**src/design/periodic_stream_scheduler_macros.svh**
```systemverilog
// Assertion macros shared by the periodic stream scheduler RTL.
// No dependencies; included by the modules that carry assertions.
`ifndef PERIODIC_STREAM_SCHEDULER_MACROS_SVH
`define PERIODIC_STREAM_SCHEDULER_MACROS_SVH

// The consequent must hold in the same cycle as the antecedent.
`define PSS_ASSERT_SAME(label, clk, rst_n, ante, cons, msg) \
    label: assert property (@(posedge clk) disable iff (!rst_n) (ante) |-> (cons)) \
        else $error(msg);

// The consequent must hold in the cycle after the antecedent.
`define PSS_ASSERT_NEXT(label, clk, rst_n, ante, cons, msg) \
    label: assert property (@(posedge clk) disable iff (!rst_n) (ante) |=> (cons)) \
        else $error(msg);

`endif

```
**src/design/pss_pkg.sv**
```systemverilog
// Shared types and constants of the periodic stream scheduler.
// No dependencies; imported by the front, back and top-level modules.
package pss_pkg;

    localparam int unsigned LEN_LIMIT    = 1500;
    localparam int unsigned RUN_RESET    = 700;
    localparam int unsigned SC_RESET     = 1;
    localparam int unsigned RESULT_LIMIT = 16;

    localparam int CFG_IDX_W  = 8;
    localparam int CFG_DATA_W = 16;
    localparam int TICK_W     = 16;
    localparam int IDX_W      = 4;
    localparam int LEN_W      = 11;
    localparam int PIN_W      = 11;
    localparam int PSTORE_W   = 16;
    localparam int SC_W       = 5;

    localparam logic [CFG_IDX_W-1:0] CFG_STREAM_COUNT = 8'd0;
    localparam logic [CFG_IDX_W-1:0] CFG_RUN_LENGTH   = 8'd1;

    localparam logic REQ_LOAD = 1'b0;
    localparam logic REQ_TICK = 1'b1;

    typedef struct packed {
        logic [SC_W-1:0]   stream_count;
        logic [TICK_W-1:0] run_length;
    } cfg_t;

    typedef struct packed {
        logic                is_tick;
        logic [IDX_W-1:0]    idx;
        logic [PSTORE_W-1:0] period;
        logic [LEN_W-1:0]    length;
        logic [TICK_W-1:0]   tick;
    } cmd_t;

    typedef struct packed {
        logic [IDX_W-1:0]  due_index;
        logic [LEN_W-1:0]  due_length;
        logic [TICK_W-1:0] tick_number;
        logic              last;
    } res_t;

endpackage

```
**src/design/pss_fifo.sv**
```systemverilog
// Small synchronous FIFO used for the command and result queues.
// No dependencies.
module pss_fifo #(
    parameter int WIDTH = 8,
    parameter int DEPTH = 2
) (
    input  logic             clk,
    input  logic             rst_n,
    input  logic             push,
    input  logic [WIDTH-1:0] wr_data,
    output logic             full,
    input  logic             pop,
    output logic [WIDTH-1:0] rd_data,
    output logic             empty
);

    localparam int AW = (DEPTH > 1) ? $clog2(DEPTH) : 1;
    localparam int CW = $clog2(DEPTH + 1);

    logic [WIDTH-1:0] mem_reg [DEPTH];
    logic [AW-1:0]    wr_ptr_reg, wr_ptr_next;
    logic [AW-1:0]    rd_ptr_reg, rd_ptr_next;
    logic [CW-1:0]    count_reg, count_next;
    logic             do_push, do_pop;

    assign full    = (count_reg == CW'(DEPTH));
    assign empty   = (count_reg == '0);
    assign rd_data = mem_reg[rd_ptr_reg];
    assign do_push = push && !full;
    assign do_pop  = pop && !empty;

    always_comb
    begin
        wr_ptr_next = wr_ptr_reg;
        rd_ptr_next = rd_ptr_reg;
        count_next  = count_reg;
        if (do_push)
        begin
            wr_ptr_next = (wr_ptr_reg == AW'(DEPTH - 1)) ? '0 : wr_ptr_reg + AW'(1);
        end
        if (do_pop)
        begin
            rd_ptr_next = (rd_ptr_reg == AW'(DEPTH - 1)) ? '0 : rd_ptr_reg + AW'(1);
        end
        if (do_push && !do_pop)
        begin
            count_next = count_reg + CW'(1);
        end
        else if (do_pop && !do_push)
        begin
            count_next = count_reg - CW'(1);
        end
    end

    always_ff @(posedge clk or negedge rst_n)
    begin
        if (!rst_n)
        begin
            wr_ptr_reg <= '0;
            rd_ptr_reg <= '0;
            count_reg  <= '0;
        end
        else
        begin
            wr_ptr_reg <= wr_ptr_next;
            rd_ptr_reg <= rd_ptr_next;
            count_reg  <= count_next;
        end
    end

    always_ff @(posedge clk)
    begin
        if (do_push)
        begin
            mem_reg[wr_ptr_reg] <= wr_data;
        end
    end

endmodule

```
**src/design/pss_front.sv**
```systemverilog
// Front end: accepts items, clamps load fields, drops dead items and owns the tick count.
// Depends on pss_pkg; feeds commands into the command queue.
module pss_front #(
    parameter int MAX_STREAMS = 16,
    parameter int PERIOD_MAX  = 1024
) (
    input  logic                         clk,
    input  logic                         rst_n,
    input  logic                         push,
    input  logic                         req_type,
    input  logic [pss_pkg::IDX_W-1:0]    stream_index,
    input  logic [pss_pkg::PIN_W-1:0]    period,
    input  logic [pss_pkg::LEN_W-1:0]    msg_length,
    input  logic                         cmd_full,
    input  pss_pkg::cfg_t                cfg,
    output logic                         cmd_push,
    output pss_pkg::cmd_t                cmd
);

    import pss_pkg::*;

    logic [TICK_W-1:0] tick_reg, tick_next;
    logic [TICK_W-1:0] tick_inc;
    logic [16:0]       per_ext, per_clamp;
    logic              in_fire, is_tick, idx_ok, tick_run;

    assign in_fire  = push && !cmd_full;
    assign is_tick  = (req_type == REQ_TICK);
    assign idx_ok   = 7'(stream_index) < 7'(MAX_STREAMS);
    assign tick_run = tick_reg < cfg.run_length;
    assign tick_inc = tick_reg + TICK_W'(1);

    assign per_ext   = 17'(period);
    assign per_clamp = (per_ext > 17'(PERIOD_MAX)) ? 17'(PERIOD_MAX) : per_ext;

    // A tick past the run length and a load outside the table leave no command behind.
    assign cmd_push = in_fire && (is_tick ? tick_run : idx_ok);

    always_comb
    begin
        cmd.is_tick = is_tick;
        cmd.idx     = stream_index;
        cmd.period  = per_clamp[PSTORE_W-1:0];
        cmd.length  = (msg_length > LEN_W'(LEN_LIMIT)) ? LEN_W'(LEN_LIMIT) : msg_length;
        cmd.tick    = is_tick ? tick_inc : tick_reg;
    end

    assign tick_next = (in_fire && is_tick && tick_run) ? tick_inc : tick_reg;

    always_ff @(posedge clk or negedge rst_n)
    begin
        if (!rst_n)
        begin
            tick_reg <= '0;
        end
        else
        begin
            tick_reg <= tick_next;
        end
    end

endmodule

```
**src/design/pss_back.sv**
```systemverilog
// Back end: stream table, remainder unit for loads and the per-tick table walk.
// Depends on pss_pkg and the assertion macros; pushes results into the result queue.
`include "periodic_stream_scheduler_macros.svh"

module pss_back #(
    parameter int MAX_STREAMS = 16,
    parameter int PERIOD_MAX  = 1024
) (
    input  logic          clk,
    input  logic          rst_n,
    input  logic          cmd_empty,
    input  pss_pkg::cmd_t cmd,
    output logic          cmd_pop,
    input  pss_pkg::cfg_t cfg,
    input  logic          out_full,
    output logic          out_push,
    output pss_pkg::res_t out_data
);

    import pss_pkg::*;

    localparam int PW = $clog2(PERIOD_MAX + 1);
    localparam int IW = (MAX_STREAMS > 1) ? $clog2(MAX_STREAMS) : 1;
    localparam int BW = $clog2(TICK_W);
    localparam int ACT_LIMIT = (MAX_STREAMS < RESULT_LIMIT) ? MAX_STREAMS : RESULT_LIMIT;

    localparam logic [1:0] ST_IDLE  = 2'd0;
    localparam logic [1:0] ST_DIV   = 2'd1;
    localparam logic [1:0] ST_WALK  = 2'd2;
    localparam logic [1:0] ST_FLUSH = 2'd3;

    logic [1:0]    state_reg, state_next;
    cmd_t          cur_reg, cur_next;
    logic [BW-1:0] bit_reg, bit_next;
    logic [PW-1:0] div_rem_reg, div_rem_next;
    logic [IW-1:0] widx_reg, widx_next;
    logic          pend_valid_reg, pend_valid_next;
    res_t          pend_reg, pend_next;

    logic [PW-1:0] period_tab_reg [MAX_STREAMS];
    logic [LEN_W-1:0] len_tab_reg [MAX_STREAMS];
    logic [PW-1:0] rem_tab_reg [MAX_STREAMS];

    // Remainder unit: one quotient bit of tick / period per cycle.
    logic [PW:0]   shifted, diff, p_wide;
    logic [PW-1:0] div_rem_new;
    logic [PW-1:0] p_cur;
    logic          div_done;
    logic [IW-1:0] ld_idx;

    // Walk: every entry keeps tick mod period, so a stream is due when it wraps to zero.
    logic [PW-1:0] w_p, w_r, w_inc, w_new;
    logic [6:0]    active;
    logic          w_due, w_stall, walk_step;
    res_t          w_res;

    assign p_cur       = cur_reg.period[PW-1:0];
    assign p_wide      = {1'b0, p_cur};
    assign shifted     = {div_rem_reg, cur_reg.tick[bit_reg]};
    assign diff        = shifted - p_wide;
    assign div_rem_new = (shifted >= p_wide) ? diff[PW-1:0] : shifted[PW-1:0];
    assign div_done    = (state_reg == ST_DIV) && (bit_reg == '0);
    assign ld_idx      = IW'(cur_reg.idx);

    assign active = (7'(cfg.stream_count) < 7'(ACT_LIMIT)) ? 7'(cfg.stream_count)
                                                           : 7'(ACT_LIMIT);

    assign w_p     = period_tab_reg[widx_reg];
    assign w_r     = rem_tab_reg[widx_reg];
    assign w_inc   = w_r + PW'(1);
    assign w_new   = (w_inc == w_p) ? '0 : w_inc;
    assign w_due   = (w_p != '0) && (w_inc == w_p) && (7'(widx_reg) < active);
    assign w_stall = w_due && pend_valid_reg && out_full;

    always_comb
    begin
        w_res.due_index   = IDX_W'(widx_reg);
        w_res.due_length  = len_tab_reg[widx_reg];
        w_res.tick_number = cur_reg.tick;
        w_res.last        = 1'b0;
    end

    always_comb
    begin
        state_next      = state_reg;
        cur_next        = cur_reg;
        bit_next        = bit_reg;
        div_rem_next    = div_rem_reg;
        widx_next       = widx_reg;
        pend_valid_next = pend_valid_reg;
        pend_next       = pend_reg;
        cmd_pop         = 1'b0;
        out_push        = 1'b0;
        out_data        = pend_reg;
        walk_step       = 1'b0;
        case (state_reg)
            ST_IDLE:
            begin
                if (!cmd_empty)
                begin
                    cmd_pop  = 1'b1;
                    cur_next = cmd;
                    if (cmd.is_tick)
                    begin
                        widx_next       = '0;
                        pend_valid_next = 1'b0;
                        state_next      = ST_WALK;
                    end
                    else
                    begin
                        bit_next     = BW'(TICK_W - 1);
                        div_rem_next = '0;
                        state_next   = ST_DIV;
                    end
                end
            end
            ST_DIV:
            begin
                div_rem_next = div_rem_new;
                if (bit_reg == '0)
                begin
                    state_next = ST_IDLE;
                end
                else
                begin
                    bit_next = bit_reg - BW'(1);
                end
            end
            ST_WALK:
            begin
                if (!w_stall)
                begin
                    walk_step = 1'b1;
                    if (w_due)
                    begin
                        // The previous due stream is known not to be the last one.
                        out_push        = pend_valid_reg;
                        pend_next       = w_res;
                        pend_valid_next = 1'b1;
                    end
                    if (widx_reg == IW'(MAX_STREAMS - 1))
                    begin
                        state_next = ST_FLUSH;
                    end
                    else
                    begin
                        widx_next = widx_reg + IW'(1);
                    end
                end
            end
            ST_FLUSH:
            begin
                out_data.last = 1'b1;
                if (!pend_valid_reg)
                begin
                    state_next = ST_IDLE;
                end
                else if (!out_full)
                begin
                    out_push        = 1'b1;
                    pend_valid_next = 1'b0;
                    state_next      = ST_IDLE;
                end
            end
            default:
            begin
                state_next = ST_IDLE;
            end
        endcase
    end

    always_ff @(posedge clk or negedge rst_n)
    begin
        if (!rst_n)
        begin
            state_reg      <= ST_IDLE;
            pend_valid_reg <= 1'b0;
        end
        else
        begin
            state_reg      <= state_next;
            pend_valid_reg <= pend_valid_next;
        end
    end

    always_ff @(posedge clk)
    begin
        cur_reg     <= cur_next;
        bit_reg     <= bit_next;
        div_rem_reg <= div_rem_next;
        widx_reg    <= widx_next;
        pend_reg    <= pend_next;
    end

    always_ff @(posedge clk or negedge rst_n)
    begin
        if (!rst_n)
        begin
            for (int i = 0; i < MAX_STREAMS; i++)
            begin
                period_tab_reg[i] <= PW'(1);
                len_tab_reg[i]    <= LEN_W'(LEN_LIMIT);
                rem_tab_reg[i]    <= '0;
            end
        end
        else
        begin
            if (div_done)
            begin
                period_tab_reg[ld_idx] <= p_cur;
                len_tab_reg[ld_idx]    <= cur_reg.length;
                rem_tab_reg[ld_idx]    <= div_rem_new;
            end
            else if (walk_step)
            begin
                rem_tab_reg[widx_reg] <= w_new;
            end
        end
    end

    `PSS_ASSERT_SAME(a_no_push_when_full, clk, rst_n, out_push, !out_full,
        "result pushed into a full queue")
    `PSS_ASSERT_SAME(a_idle_no_pending, clk, rst_n, state_reg == ST_IDLE, !pend_valid_reg,
        "pending result left over after a tick")
    `PSS_ASSERT_SAME(a_last_only_in_flush, clk, rst_n, out_push && out_data.last,
        state_reg == ST_FLUSH, "last flag raised outside the end of a walk")
    `PSS_ASSERT_NEXT(a_div_exits_to_idle, clk, rst_n, state_reg == ST_DIV,
        state_reg == ST_DIV || state_reg == ST_IDLE, "remainder unit left to a wrong state")

endmodule

```
**src/design/periodic_stream_scheduler.sv**
```systemverilog
// Periodic stream scheduler: loads stream entries and, on each tick, lists the due streams.
// A load item passes through the command queue into the back end, where a
// 16-step remainder unit works out the current tick modulo the new period one bit a cycle.
// A tick item walks the whole table one entry a cycle, but can pause while the result queue
// is full. Items that give nothing (ticks past the run length, loads outside the table) are
// dropped in the front end. Reset needs no clearing pass.
// Depends on pss_pkg, pss_front, pss_fifo and pss_back.
module periodic_stream_scheduler #(
    parameter int MAX_STREAMS = 16,
    parameter int PERIOD_MAX  = 1024,
    parameter int CMD_DEPTH   = 2,
    parameter int OUT_DEPTH   = 4
) (
    input  logic                              clk,
    input  logic                              rst_n,
    input  logic                              push,
    output logic                              full,
    input  logic                              req_type,
    input  logic [pss_pkg::IDX_W-1:0]         stream_index,
    input  logic [pss_pkg::PIN_W-1:0]         period,
    input  logic [pss_pkg::LEN_W-1:0]         msg_length,
    output logic                              empty,
    input  logic                              pop,
    output logic [pss_pkg::IDX_W-1:0]         due_index,
    output logic [pss_pkg::LEN_W-1:0]         due_length,
    output logic [pss_pkg::TICK_W-1:0]        tick_number,
    output logic                              last,
    input  logic                              cfg_valid,
    output logic                              cfg_ready,
    input  logic [pss_pkg::CFG_IDX_W-1:0]     cfg_index,
    input  logic [pss_pkg::CFG_DATA_W-1:0]    cfg_data
);

    import pss_pkg::*;

    cfg_t cfg_reg, cfg_next;
    cmd_t front_cmd, back_cmd;
    res_t back_res, out_res;
    logic front_push, cmd_full, cmd_empty, cmd_pop;
    logic res_push, res_full;

    assign cfg_ready = 1'b1;

    always_comb
    begin
        cfg_next = cfg_reg;
        if (cfg_valid)
        begin
            case (cfg_index)
                CFG_STREAM_COUNT: cfg_next.stream_count = cfg_data[SC_W-1:0];
                CFG_RUN_LENGTH:   cfg_next.run_length   = cfg_data[TICK_W-1:0];
                default:          cfg_next = cfg_reg;
            endcase
        end
    end

    always_ff @(posedge clk or negedge rst_n)
    begin
        if (!rst_n)
        begin
            cfg_reg.stream_count <= SC_W'(SC_RESET);
            cfg_reg.run_length   <= TICK_W'(RUN_RESET);
        end
        else
        begin
            cfg_reg <= cfg_next;
        end
    end

    pss_front #(
        .MAX_STREAMS (MAX_STREAMS),
        .PERIOD_MAX  (PERIOD_MAX)
    ) u_front (
        .clk          (clk),
        .rst_n        (rst_n),
        .push         (push),
        .req_type     (req_type),
        .stream_index (stream_index),
        .period       (period),
        .msg_length   (msg_length),
        .cmd_full     (cmd_full),
        .cfg          (cfg_reg),
        .cmd_push     (front_push),
        .cmd          (front_cmd)
    );

    assign full = cmd_full;

    pss_fifo #(
        .WIDTH ($bits(cmd_t)),
        .DEPTH (CMD_DEPTH)
    ) u_cmd_queue (
        .clk     (clk),
        .rst_n   (rst_n),
        .push    (front_push),
        .wr_data (front_cmd),
        .full    (cmd_full),
        .pop     (cmd_pop),
        .rd_data (back_cmd),
        .empty   (cmd_empty)
    );

    pss_back #(
        .MAX_STREAMS (MAX_STREAMS),
        .PERIOD_MAX  (PERIOD_MAX)
    ) u_back (
        .clk       (clk),
        .rst_n     (rst_n),
        .cmd_empty (cmd_empty),
        .cmd       (back_cmd),
        .cmd_pop   (cmd_pop),
        .cfg       (cfg_reg),
        .out_full  (res_full),
        .out_push  (res_push),
        .out_data  (back_res)
    );

    pss_fifo #(
        .WIDTH ($bits(res_t)),
        .DEPTH (OUT_DEPTH)
    ) u_res_queue (
        .clk     (clk),
        .rst_n   (rst_n),
        .push    (res_push),
        .wr_data (back_res),
        .full    (res_full),
        .pop     (pop),
        .rd_data (out_res),
        .empty   (empty)
    );

    assign due_index   = out_res.due_index;
    assign due_length  = out_res.due_length;
    assign tick_number = out_res.tick_number;
    assign last        = out_res.last;

endmodule
```
**config.mk**
```make
export PLATFORM = sky130hd
export DESIGN_NAME = periodic_stream_scheduler
export DESIGN_NICKNAME = d
export VERILOG_FILES = /design/src/design/pss_pkg.sv /design/src/design/pss_fifo.sv /design/src/design/pss_front.sv /design/src/design/pss_back.sv /design/src/design/periodic_stream_scheduler.sv
export VERILOG_INCLUDE_DIRS = /design/src /design/src/design
export SDC_FILE = /design/constraint.sdc
export NUM_CORES = 2
export LEC_CHECK = 0
export BUFFER_PORTS_ARGS = -buffer_cell sky130_fd_sc_hd__buf_4
export CAP_MARGIN = 0
export CORE_ASPECT_RATIO = 1.2
export CORE_UTILIZATION = 55
export CTS_CLUSTER_SIZE = 40
export DETAILED_ROUTE_END_ITERATION = 10
export PLACE_DENSITY = 0.71
export SETUP_SLACK_MARGIN = 0.02
export SYNTH_ARGS = -nofsm -noshare
export SYNTH_HDL_FRONTEND = slang
export SYNTH_HIERARCHICAL = 1
export SYNTH_SLANG_ARGS = --single-unit
```
**constraint.sdc**
```tcl
create_clock -name clk -period 8 [get_ports clk]
set_clock_uncertainty 0.1 [all_clocks]
set_input_delay 0.8 -clock clk [delete_from_list [all_inputs] [get_ports clk]]
set_output_delay 0.8 -clock clk [all_outputs]
set_load 0.05 [all_outputs]
```
; After elaboration in Yosys (flattened, before gate mapping)
; Memories as Yosys holds them, arrays and structs flattened.
; Index checks and enable logic that the tools add are counted.
[word_totals]
register_bits = 671
ramBits = 214
input_bits = 56
output_inout_bits = 35
word_cells = 244
n_memories = 2
[classes]
add_sub_neg = 13
n_lt_le_gt_ge = 11
n_eq_ne = 20
muxes = 77
bitwise_logic = 4
reduce_logical = 48
[mem_list]
columns = memory, depth, width, rd, rd_ports_with_merged_regs, wr, line
row1 = u_res_queue.mem_reg, 4, 32, 1, 0, 1, pss_fifo.sv:20  ; logic [WIDTH-1:0] mem_reg [DEPTH];
row2 = u_cmd_queue.mem_reg, 2, 43, 1, 0, 1, pss_fifo.sv:20
[ops]
columns = cell, n
row1 = 176-bit bitwise mux, 4
row2 = 176-bit two-way mux, 2
row3 = 11-bit two-way mux, 14
row4 = 11-bit binary-select mux with 4-bit select, 3
row5 = 11-bit demux with 4-bit select, 2
row6 = 4-bit two-way mux, 7
row7 = 1-bit two-way mux, 23
row8 = 11-bit greater-than comparator (second input constant), 2
row9 = 2-bit two-way mux, 11
row10 = 11-bit one-hot mux with 2 select lines, 1
row11 = 1-bit logical AND, 19
row12 = 16-bit by 1-bit adder with 16-bit output (second input constant), 1
row13 = 16-bit < comparator, 1
row14 = 16-bit two-way mux, 1
row15 = 4-bit one-hot mux with 2 select lines, 2
row16 = 5-bit AND reduction, 3
row17 = 12-bit by 11-bit greater-or-equal comparator with 1-bit output, 1
row18 = 2-bit != test (second input constant), 6
row19 = 11-bit by 1-bit adder with 11-bit output (second input constant), 1
row20 = 11-bit equality test, 1
row21 = 11-bit nonzero test, 1
row22 = 11-bit subtractor, 1
row23 = 2-bit equality test (second input constant), 5
row24 = 5-bit greater-or-equal comparator (second input constant), 2
row25 = 35 further kinds, 59

; Logic depth before layout (Yosys ltp)
[depth]
depth_word = 17
mapped_depth = 26
mapped_depth_nobuf = 20

; By module
; The synthesis kept the hierarchy.
[by_module_without_submodules]
columns = mod, instances, cells_each, area_each_um2, seq_area_each_um2
row1 = pss_back, 1, 2580, 29764.8, 16210.5
row2 = pss_fifo at u_res_queue, 1, 205, 5057.4, 4018.9
row3 = pss_fifo at u_cmd_queue, 1, 168, 3706.1, 2982.9
row4 = pss_front, 1, 202, 1642.8, 400.4
row5 = periodic_stream_scheduler, 1, 50, 907.1, 534.3

; Worst setup path after synthesis
; OpenSTA, ideal clock, no wires.
[synth_timing]
kind = flip-flop to flip-flop
startpoint = register u_back.widx_reg[0]
endpoint = register u_back.pend_reg (netlist bit u_back/out_data[10]), enable pin
setup_ns = 0.497
arrival_ns = 6.518
required_time_ns = 7.403
path_slack_ns = 0.885
path_stages_with_launch = 18
path_buffers = 6
period_less_slack_ns = 7.115
cell_sequence = edfxtp_1 -> buf_6 -> buf_12 -> buf_8 -> buf_8 -> mux4_2 -> a221oi_2 -> inv_1 -> clkbuf_1 -> clkbuf_1 -> ha_1 -> inv_1 -> a21oi_1 -> nand4_1 -> o21a_1 -> o31ai_1 -> o21ai_1 -> nor4_1
[synth_between]
elab_chain_cells = 12
elab_cells_between_ends = 17
cone_classes = 1 x add/sub / 1 x order compare / 1 x eq/ne / 6 x mux / 2 x bitwise / 6 x reduce/logical
[synth_lines]
columns = element, line
row1 = from (decl), pss_back.sv:36  ; logic [IW-1:0] widx_reg, widx_next;
row2 = from (signal assigned), pss_back.sv:191  ; widx_reg <= widx_next;
row3 = 4-bit inverter with 5-bit output (implied by the code), "pss_back.sv:68, pss_back.sv:69"
row4 = 11-bit binary-select mux with 4-bit select, pss_back.sv:69  ; assign w_r = rem_tab_reg[widx_reg];
row5 = 11-bit two-way mux (implied by the code) (2 in series), pss_back.sv:69
row6 = 11-bit by 1-bit adder with 11-bit output, pss_back.sv:70  ; assign w_inc = w_r + PW'(1);
row7 = 11-bit equality test, pss_back.sv:72  ; assign w_due = (w_p != '0) && (w_inc == w_p) && (7'(widx_reg) < active);
row8 = 1-bit logical AND, pss_back.sv:72
row9 = 1-bit logical AND *, pss_back.sv:72
row10 = 1-bit logical AND (2 in series), pss_back.sv:73  ; assign w_stall = w_due && pend_valid_reg && out_full;
row11 = 1-bit inverter (no line), -
row12 = 3-bit AND reduction (no line) *, -
row13 = to (signal assigned), pss_back.sv:192  ; pend_reg <= pend_next;
row14 = to (decl), pss_back.sv:38  ; res_t pend_reg, pend_next;
; Every way passes the cells marked *; elsewhere a longest branch is shown, timed or not. The select of a mux whose other input is x is not followed.
; A chain may end at the register's enable or synchronous reset.

; Worst setup path in the final report
[layout_timing]
startpoint = register u_back.widx_reg[2]
endpoint = register u_res_queue.count_reg[2]
[layout_between]
elab_chain_cells = 16
elab_cells_between_ends = 24
cone_classes = 1 x add/sub / 1 x order compare / 1 x eq/ne / 10 x mux / 1 x bitwise / 10 x reduce/logical
[layout_lines]
columns = element, line
row1 = 4-bit inverter with 5-bit output (implied by the code), "pss_back.sv:68, pss_back.sv:69"
row2 = 11-bit binary-select mux with 4-bit select, pss_back.sv:69
row3 = 11-bit two-way mux (implied by the code) (2 in series), pss_back.sv:69
row4 = 11-bit by 1-bit adder with 11-bit output, pss_back.sv:70
row5 = 11-bit equality test, pss_back.sv:72
row6 = 1-bit logical AND, pss_back.sv:72
row7 = 1-bit logical AND *, pss_back.sv:72
row8 = 1-bit logical AND (2 in series), pss_back.sv:73
row9 = 1-bit two-way mux *, pss_back.sv:131  ; if (!w_stall)
row10 = 1-bit one-hot mux with 2 select lines *, pss_back.sv:96  ; case (state_reg)
row11 = net res_push, periodic_stream_scheduler.sv:40  ; logic res_push, res_full;
row12 = 1-bit logical AND *, pss_fifo.sv:29  ; assign do_push = push && !full;
row13 = 1-bit logical NOT, pss_fifo.sv:49  ; else if (do_pop && !do_push)
row14 = 1-bit logical AND, pss_fifo.sv:49
row15 = 2-bit nonzero test (no line), -
row16 = to (signal assigned), pss_fifo.sv:67  ; count_reg <= count_next;
row17 = to (decl), pss_fifo.sv:23  ; logic [CW-1:0] count_reg, count_next;
; Mark *: on every way through the listed nets, which the timed path passes. The rest lies on a longest branch. The select of a mux whose other input is x is not followed.

==> results.py <==
metrics = {
    "outcome": {
        "status": "finished clean",
    },
    "logic_synthesis": {
        "syn_area_per_cell_um2": 12.8,
        "yosys_warnings": 6,
        "syn_area_um2": 40700,
        "netlist_instances": 3184,
        "mappedNetlistNets": 3286,
    },
    "power_and_ir_drop": {
        "power_per_cell_area_nw_per_um2": 320,
        "leakagePower_nw": 18.6,
        "p_total_mw": 14.4,
        "ir_drop_mv": 0.576,
    },
    "global_route": {
        "track_usage_pct": 31.3,
        "grt_antenna_before_repair": 3,
        "grt_max_degree": 168,
        "grt_overflow": 0,
        "grt_pass1_wl_mm": 176,
        "grt_pass1_vias": 28100,
    },
    "clock_network": {
        "htreeDepth": 3,
        "root_buffer": "clkbuf_16",
        "clkTransAtPathRegs_ns": 0.06,
        "clockBufferDepth": 3,
        "insertion_delay_ns": 0.65,
        "cts_inserted_buffers": 87,
        "post_cts_buffers": 0,
        "clock-sinks": 885,
        "cts_resized": 0,
        "cts_tree": "done",
        "hold_buffers": 0,
    },
    "timing": {
        "rsz0062_at_grt": "false",
        "slew_violations": 0,
        "fmax_ghz": 0.149,
        "tightest_slew_ns": 1.35,
        "setup_viol": 0,
        "finalHoldViolCount": 0,
        "slew-limit-headroom_pct": 9.60,
        "holdWs_ns": 0.122,
        "post-route-min-period_ns": 6.71,
        "finalCritPeriodShare_pct": 83.9,
        "timing.final.ws_setup_ns": 1.29,
        "totalNegativeSetupSlack_ns": 0,
    },
    "flow_run": {
        "maxCapViolations": 0,
    },
    "placed_design": {
        "gp_congestion": 0.976,
        "dp.cells": 4033,
        "port_buffers": 89,
        "placed_area_um2": 42100,
        "dpl.hpwl_mm": 72.4,
        "pre_cts_ws_ns": 1.43,
    },
    "detailed_routing": {
        "wire_per_inst_um": 27.7,
        "first_pass_iters": 6,
        "dr_total_vias": 27800,
        "first_iter_violations": 3369,
        "post-route-drc-count": 0,
        "detail-route-antenna-nets": 0,
        "wl_mm": 116,
        "viasPerCell": 6.62,
    },
    "min_path": {
        "hold_path_class": "input pin to async pin",
    },
    "finish": {
        "layout.nets": 3289,
        "drive_above_1_share_pct": 24.4,
        "fin_cells": 4196,
        "syn2layout_area_growth_pct": 10.9,
        "n_fill_cell": 5481,
        "post-route-util_pct": 62.0,
        "finalInstanceArea_um2": 45100,
    },
    "floorplanning": {
        "core.rowCount": 108,
        "start_util_pct": 56.0,
        "core_area_um2": 72700,
        "die_y_um": 300,
        "die_w_um": 250,
        "ios": 91,
        "design.die.area_um2": 75100,
    },
    "critical_path": {
        "critPathRequiredTime_ns": 8.47,
        "critPathLaunchType": "flop",
        "critical_path_class": "flop to flop",
        "cp_max_fo": 13,
        "worst_setup_path_end_kind": "flop",
        "arrival_ns": 7.18,
    },
}
==> where the power goes <==
part	total (mW)	switching [mW]	internal [mW]
Clock	4.30	1.78	2.52
Combinational	4.57	3.18	1.39
Sequential	5.55	0.431	5.12
Total	14.4	5.39	9.02
==> worst paths after layout <==
check | slack, ns | cells after the start | start | endpoint
worst max-delay path | 1.29 | 19 | u_back/widx_reg[2]$_SDFFCE_PN0P_ | u_res_queue/count_reg[2]$_DFFE_PN0P_
worst min-delay path | 0.12 | 1 | rst_n | u_back/rem_tab_reg[175]$_DFFE_PN0P_
worst max register to register | 1.29 | 19 | u_back/widx_reg[2]$_SDFFCE_PN0P_ | u_res_queue/count_reg[2]$_DFFE_PN0P_
worst min register to register | 0.35 | 2 | u_back/len_tab_reg[68]$_DFFE_PN1P_ | u_back/len_tab_reg[68]$_DFFE_PN1P_
max in group asynchronous | 6.16 | 2 | rst_n | u_cmd_queue/rd_ptr_reg$_DFFE_PN0P_
min in group clk | 0.25 | 1 | msg_length[10] | u_cmd_queue/mem_reg[0][26]$_DFFE_PP_
==> critical path, stage by stage, from the launching register on <==
cell and delay, ns:
edfxtp_1 0.93, nor2b_1 0.87, a221oi_2 0.28, inv_1 0.14, ha_1 0.30, inv_1 0.10
a21oi_1 0.38, nand4_1 0.25, o21a_1 0.25, o31ai_1 0.29, o21ai_1 0.25, nor4_1 0.57
o211a_1 0.21, nor2b_1 0.51, ha_1 0.29, inv_1 0.06, fa_1 0.37, xor2_1 0.17
nor2_1 0.13, xor2_1 0.16
==> layout by cell type, fill, tap and decap left out, drive strengths merged, types with 34 or more instances in the layout <==
master / count
a21oi: 34
a221o: 161
buf: 152
clkbuf: 121
dfrtp: 444
dfstp: 135
edfxtp: 306
ha: 44
inv: 51
mux2: 138
mux4: 189
nand2: 709
nand3: 47
nor2: 67
nor3: 171
o21ai: 147
==> layout make-up <==
| class | instances | area, um^2 | area share [%] |
|---|---|---|---|
| diodes | 1 | 2.50 | 0.00555 |
| repair buffers | 152 | 1220 | 2.71 |
| clock inverters | 41 | 524 | 1.16 |
| inverters | 50 | 188 | 0.416 |
| well taps | 935 | 1170 | 2.59 |
| multi-input cells | 2011 | 15700 | 34.7 |
| clock buffers | 121 | 2490 | 5.53 |
| flip-flops and latches | 885 | 23800 | 52.9 |
==> layer usage <==
metal	up-vias	routed length [um]	part of all wire [%]	global-route usage [%]
met3	338	10600	9.1	5.41
li1	11700	-	-	-
met2	1575	54600	47	49.5
met4	2	5070	4.4	13.8
met1	14200	46100	40	43.1
met5	-	14	0.012	0
Power figures use the tool's default switching activity.
